File: src/sv/dpe_mul.sv
// dpe_mul: shared signed 64 x 32 multiplier, two 32x32 partial products, low half then high half.
// Depends on nothing; used by damped_pendulum_euler_step.
`default_nettype none
module dpe_mul (
   input  wire logic               clock,
   input  wire logic               reset,
   input  wire logic               start,
   input  wire logic signed [63:0] op_a,   // fits in 48 bits signed
   input  wire logic signed [31:0] op_b,
   output logic                    done,
   output logic signed [63:0]      prod
);
   logic [1:0]          phase_ff, phase_in;
   logic signed [63:0]  a_ff;
   logic signed [31:0]  b_ff;
   logic signed [63:0]  lo_ff;
   logic signed [63:0]  pp;
   logic signed [32:0]  part;

   // low half unsigned (zero-extended), high half signed
   always_comb begin
      if (phase_ff == 2'd1) part = {1'b0, a_ff[31:0]};
      else                  part = {a_ff[63], a_ff[63:32]};
      pp = 64'(part * b_ff);
   end

   always_comb begin
      phase_in = 2'd0;
      if (start) phase_in = 2'd1;
      else if (phase_ff == 2'd1) phase_in = 2'd2;
   end

   always_ff @(posedge clock) begin
      if (reset) begin
         phase_ff <= 2'd0;
      end else begin
         phase_ff <= phase_in;
      end
      if (start) begin
         a_ff <= op_a;
         b_ff <= op_b;
      end
      if (phase_ff == 2'd1) lo_ff <= pp;
      if (phase_ff == 2'd2) prod <= lo_ff + (pp <<< 32);
   end

   always_ff @(posedge clock) begin
      if (reset) done <= 1'b0;
      else       done <= (phase_ff == 2'd2);
   end
endmodule
`default_nettype wire

File: config.mk
export PLATFORM = sky130hd
export DESIGN_NAME = dpe_mul
export DESIGN_NICKNAME = d
export VERILOG_FILES = /design/src/sv/dpe_mul.sv
export SDC_FILE = /design/constraint.sdc
export NUM_CORES = 2
export LEC_CHECK = 0
export BUFFER_PORTS_ARGS = -buffer_cell sky130_fd_sc_hd__buf_2
export CAP_MARGIN = 20
export CORE_UTILIZATION = 50
export CTS_BUF_LIST = sky130_fd_sc_hd__clkbuf_4 sky130_fd_sc_hd__clkbuf_8 sky130_fd_sc_hd__clkbuf_16
export CTS_CLUSTER_SIZE = 8
export DETAILED_ROUTE_END_ITERATION = 16
export GPL_TIMING_DRIVEN = 0
export HOLD_SLACK_MARGIN = 0.12
export PLACE_DENSITY = 0.76
export SLEW_MARGIN = 20
export SYNTH_ARGS = -nofsm -noshare
export SYNTH_HDL_FRONTEND = slang
export SYNTH_SLANG_ARGS = --single-unit
File: constraint.sdc
create_clock -name clock -period 14.8 [get_ports clock]
set_input_delay 4.44 -clock clock [delete_from_list [all_inputs] [get_ports clock]]
set_output_delay 4.44 -clock clock [all_outputs]
set_load 0.03 [all_outputs]
# Word-level counts from Yosys, hierarchy flattened
# Cells that the tools add are included.
# Widths: inputs -> output; s select.
[op_classes] n_addsub=1 n_mul=1 n_eq_ne=2 muxes=3 reduce_logical=1
[op_table] cell="$add 64x64->64" count=1
[op_table] cell="$mul 33x32->64" count=1
[op_table] cell="$mux 33" count=1
[op_table] cell="$eq 2x1->1 const B" count=1
[op_table] cell="$eq 2x2->1 const B" count=1
[op_table] cell="$mux 2" count=1
[op_table] cell="$reduce_or 2->1" count=1
[op_table] cell="$mux 1" count=1
[totals] ff_bits=227 input_bits=99 output_inout_bits=65 word_cells=15

# Logic depth before layout (Yosys ltp)
[depth] word_depth=4 ltp_mapped=40

# Worst setup path before layout
# No wires, ideal clock.
[synth_timing] path_kind="reg-to-reg" start="register phase_ff[1]" end="register prod[63], data pin" setup_time_ns=0.259 t_arrival_ns=10.277 t_required_ns=14.541 path_slack_ns=4.264 stages_incl_launch_ff=39 n_path_buf=2 period_less_slack_ns=10.536 cell_sequence="dfxtp_1 > nand2b_1 > inv_1 > buf_1 > nand2_1 > nand2_1 > clkbuf_1 > nand2_1 > fa_1 > inv_1 > fa_1 > fa_1 > inv_1 > fa_1 > inv_1 > fa_1 > ha_1 > fa_1 > (+3 left out) > ha_1 > a41oi_1 > o21ai_1 > o21ba_2 > a21boi_2 > o41ai_1 > nor2b_1 > o21ai_0 > nand2b_1 > xnor2_1 > ha_1 > o21a_1 > o21a_1 > o21ai_0 > o31ai_1 > a211oi_1 > o21bai_1 > xnor2_1"
[synth_via] elab_chain_cells=4
[synth_lines] item="start, declared" line="13" text="logic [1:0] phase_ff, phase_in;"
[synth_lines] item="start signal, assigned" line="37" text="phase_ff <= phase_in;"
[synth_lines] item="$eq 2x1->1" line="22" text="if (phase_ff == 2'd1) part = {1'b0, a_ff[31:0]};"
[synth_lines] item="$mux 33" line="22"
[synth_lines] item="$mul 33x32->64" line="24" text="pp = 64'(part * b_ff);"
[synth_lines] item="net pp[23]" line="17" text="logic signed [63:0] pp;"
[synth_lines] item="$add 64x64->64" line="44" text="if (phase_ff == 2'd2) prod <= lo_ff + (pp <<< 32);"
[synth_lines] item="end signal, assigned" line="44"
[synth_lines] item="end, declared" line="11" text="output logic signed [63:0] prod"
# The timed path passes the listed nets, and every way through them passes these cells.
# A chain may end at the register's enable or synchronous reset.

# Worst setup path after layout
# Ends and elaborated chain as after synthesis.

==> flow_metrics.py <==
metrics = {
    "synth": {
        "netlist_top_cells_count": "1104 x fa_1, 1061 x inv_1, 712 x nand2_1",
        "syn_nets": 5946,
        "synthFlopType": "edfxtp_1",
        "ys_ff_latch": 227,
        "synth_edf_count": 224,
        "synth_top_cell_by_area": "fa_1",
        "async_reset_ff_share_pct": 0,
        "synth.most_common_cell": "fa_1",
        "postSynthCellCount": 4526,
        "synth_top_cells_by_area": "fa_1 49%, edfxtp_1 15%, inv_1 8.8%",
        "yosysSeqAreaShare_pct": 14.9,
        "yosys.area.top_type_share_pct": 48.6,
        "synth_cell_type_count": 61,
        "yosysWarnings": 0,
        "synth_area_sq_mm": 0.0455,
        "postSynthAreaPerCell_sq_um": 10.0,
    },
    "detailed_routing": {
        "drc": 0,
        "vias": 33500,
        "viasPerCell": 5.64,
        "drt_pass1_iterations": 6,
        "wire_per_inst_um": 25.3,
        "totalWireLength_um": 150000,
        "ant_nets": 0,
        "drtIter0Drc": 3416,
    },
    "clock_network": {
        "numCtsBuffers": 36,
        "cts.sinks": 227,
        "cts_setup_buffers": 0,
        "cts-htree-levels": 2,
        "cts-resized-gates": 0,
        "postCtsHoldBufs": 0,
        "clk_transition_reported_paths_ns": 0.05,
        "clockBufferDepth": 3,
        "cts_tree": "done",
        "ctsRootBufferMaster": "clkbuf_16",
        "clk-insertion-delay-late_ns": 0.59,
    },
    "floorplan": {
        "die-height_um": 304,
        "coreArea_sq_mm": 0.0900,
        "placement_rows": 110,
        "chipWidth_um": 304,
        "die-area_sq_mm": 0.0922,
        "io_pins": 164,
        "initial_core_util_pct": 50.5,
    },
    "final_layout": {
        "multi_input_area_sq_mm": 0.0339,
        "syn_to_final_growth_pct": 7.63,
        "nFillCells": 7922,
        "fin_area_sq_mm": 0.0489,
        "drive_above_1_share_pct": 5.69,
        "layout.nets": 6152,
        "regArea_sq_mm": 0.00679,
    },
    "grt": {
        "antenna_found_initial": 13,
        "grt_usage_pct": 33.8,
        "grt_max_degree": 68,
        "grt_pass1_wl_um": 222000,
        "overflow": 0,
        "grt_pass1_vias": 35500,
    },
    "min_path": {
        "hold_path_depth": 0,
        "hp-start": "lo_ff[10]",
        "worstHoldPathType": "reg -> reg",
        "hold_end": "prod[10]",
    },
    "critical_path": {
        "reg2regPathDepth": 38,
        "cp_num_buf_inv": 8,
        "path_class": "reg -> reg",
        "critPathTopFamily": "adder cells",
        "end_kind": "flip-flop",
        "rr_startpoint": "phase_ff[1]",
        "cp_max_fo": 10,
        "worst_ep_required_time_ns": 15.09,
        "start_kind": "flip-flop",
        "rrSetupSlack_ns": 3.30,
        "crit_arrival_ns": 11.79,
        "timing.rr.end": "prod[63]",
        "slowest_stage": "buf_1",
        "slowest_delay_ns": 0.66,
        "cpMostUsedCell": "fa_1",
    },
    "placed_design": {
        "portBuffers": 163,
        "place_area_sq_mm": 0.0479,
        "routabilityCongestion": 1.08,
        "hpwl_um": 125000,
        "post-place-ws_ns": 3.47,
    },
    "run_status": {
        "status": "finished clean",
    },
    "sta": {
        "slew_viol_final": 0,
        "maxSlewHeadroom_pct": 23.6,
        "fin_crit_ns": 11.50,
        "grt_setup_unrepaired": "false",
        "setup_violations": 0,
        "tightest_slew_ns": 1.15,
        "setup_ws_ns": 3.30,
        "fmax_mhz": 86.9,
        "finalHoldViolCount": 0,
        "timing.setup.tns_ns": 0,
        "fin_crit_sh_pct": 77.7,
        "finClkSkew_ns": 0.0501,
    },
    "job": {
        "cap_violations": 0,
    },
}
## how the worst max path moves through the flow
stage / from / end / slack [ns] / depth (start not counted)
3_5_place_dp: phase_ff[1] / prod[63] / 3.47 / 38
2_1_floorplan: phase_ff[1] / prod[63] / 4.26 / 38
3_3_place_gp: phase_ff[1] / prod[63] / 1.57 / 37
4_1_cts: phase_ff[1] / prod[63] / 3.42 / 38
6_report: phase_ff[1] / prod[63] / 3.30 / 38
5_1_grt: phase_ff[1] / prod[63] / 2.71 / 38
## final cells by class
type | count | share of cell area, %
Antenna cell | 9 | 0.0460
Buffer | 218 | 1.69
Clock buffer | 42 | 1.93
Clock inverter | 8 | 0.161
Inverter | 1061 | 8.14
Multi-Input combinational cell | 3020 | 69.2
Sequential cell | 227 | 13.9
Tap cell | 1176 | 3.01
Timing Repair Buffer | 168 | 1.91
## logic make-up after synthesis
family                     count (synthesis)  synth area share, %
and+or+nand+nor                         1330                 14.0
buffers and inverters                   1279                 10.6
adders and majority gates               1321                 54.6
xor gates and xnor gates                 106                 2.04
DFF                                      227                 14.9
AOI/OAI and AO/OA                        263                 3.85
## placed cells by master (no fill, tap or decap), types with 3 or more instances in the layout
cell	instances
or3_1	3
a31oi_1	7
a21o_1	45
nand4_1	10
clkbuf_16	36
inv_1	1060
edfxtp_1	224
a211oi_2	3
diode_2	9
nand2_1	712
clkinvlp_4	3
a211oi_1	11
ha_1	217
a31o_2	3
xnor2_1	79
buf_1	4
or2_2	30
buf_12	3
o21bai_1	14
o21a_1	9
clkbuf_4	6
buf_2	164
and2_1	431
nand2b_1	11
nor2b_1	14
xor2_1	27
a221oi_1	3
nor3_1	13
nand3_1	18
o211ai_1	10
nor2_1	55
fa_1	1103
clkbuf_1	210
dfxtp_1	3
and3_1	26
a21oi_1	88
o21ai_0	40
## flip-flops by register name, indices dropped and copies added, names as in the netlist
register  cells
a_ff         64
lo_ff        64
prod         64
b_ff         32
phase_ff      2
done          1
## metrics by stage
stage               util [%]  std cells  hold slack [ns]
global placement        53.1       5865            0.402
floorplan                  -       4526            0.400
global route            54.4       5922            0.412
detailed placement      53.2       5870            0.405
CTS                     54.4       5920            0.401
finish                  54.4       5929            0.403
## layer usage
metal  vias up  track usage, %  share of wire [%]
li1      13700               -                  -
met1     17200            42.4                 36
met2      2089            51.5                 45
met3       493            9.31                 12
met4         2            22.6                8.0
met5         -               0              0.012
Power is left out: the tool's default activity adds up to more than one toggle a clock period on the data nets, which glitch-free logic cannot reach.
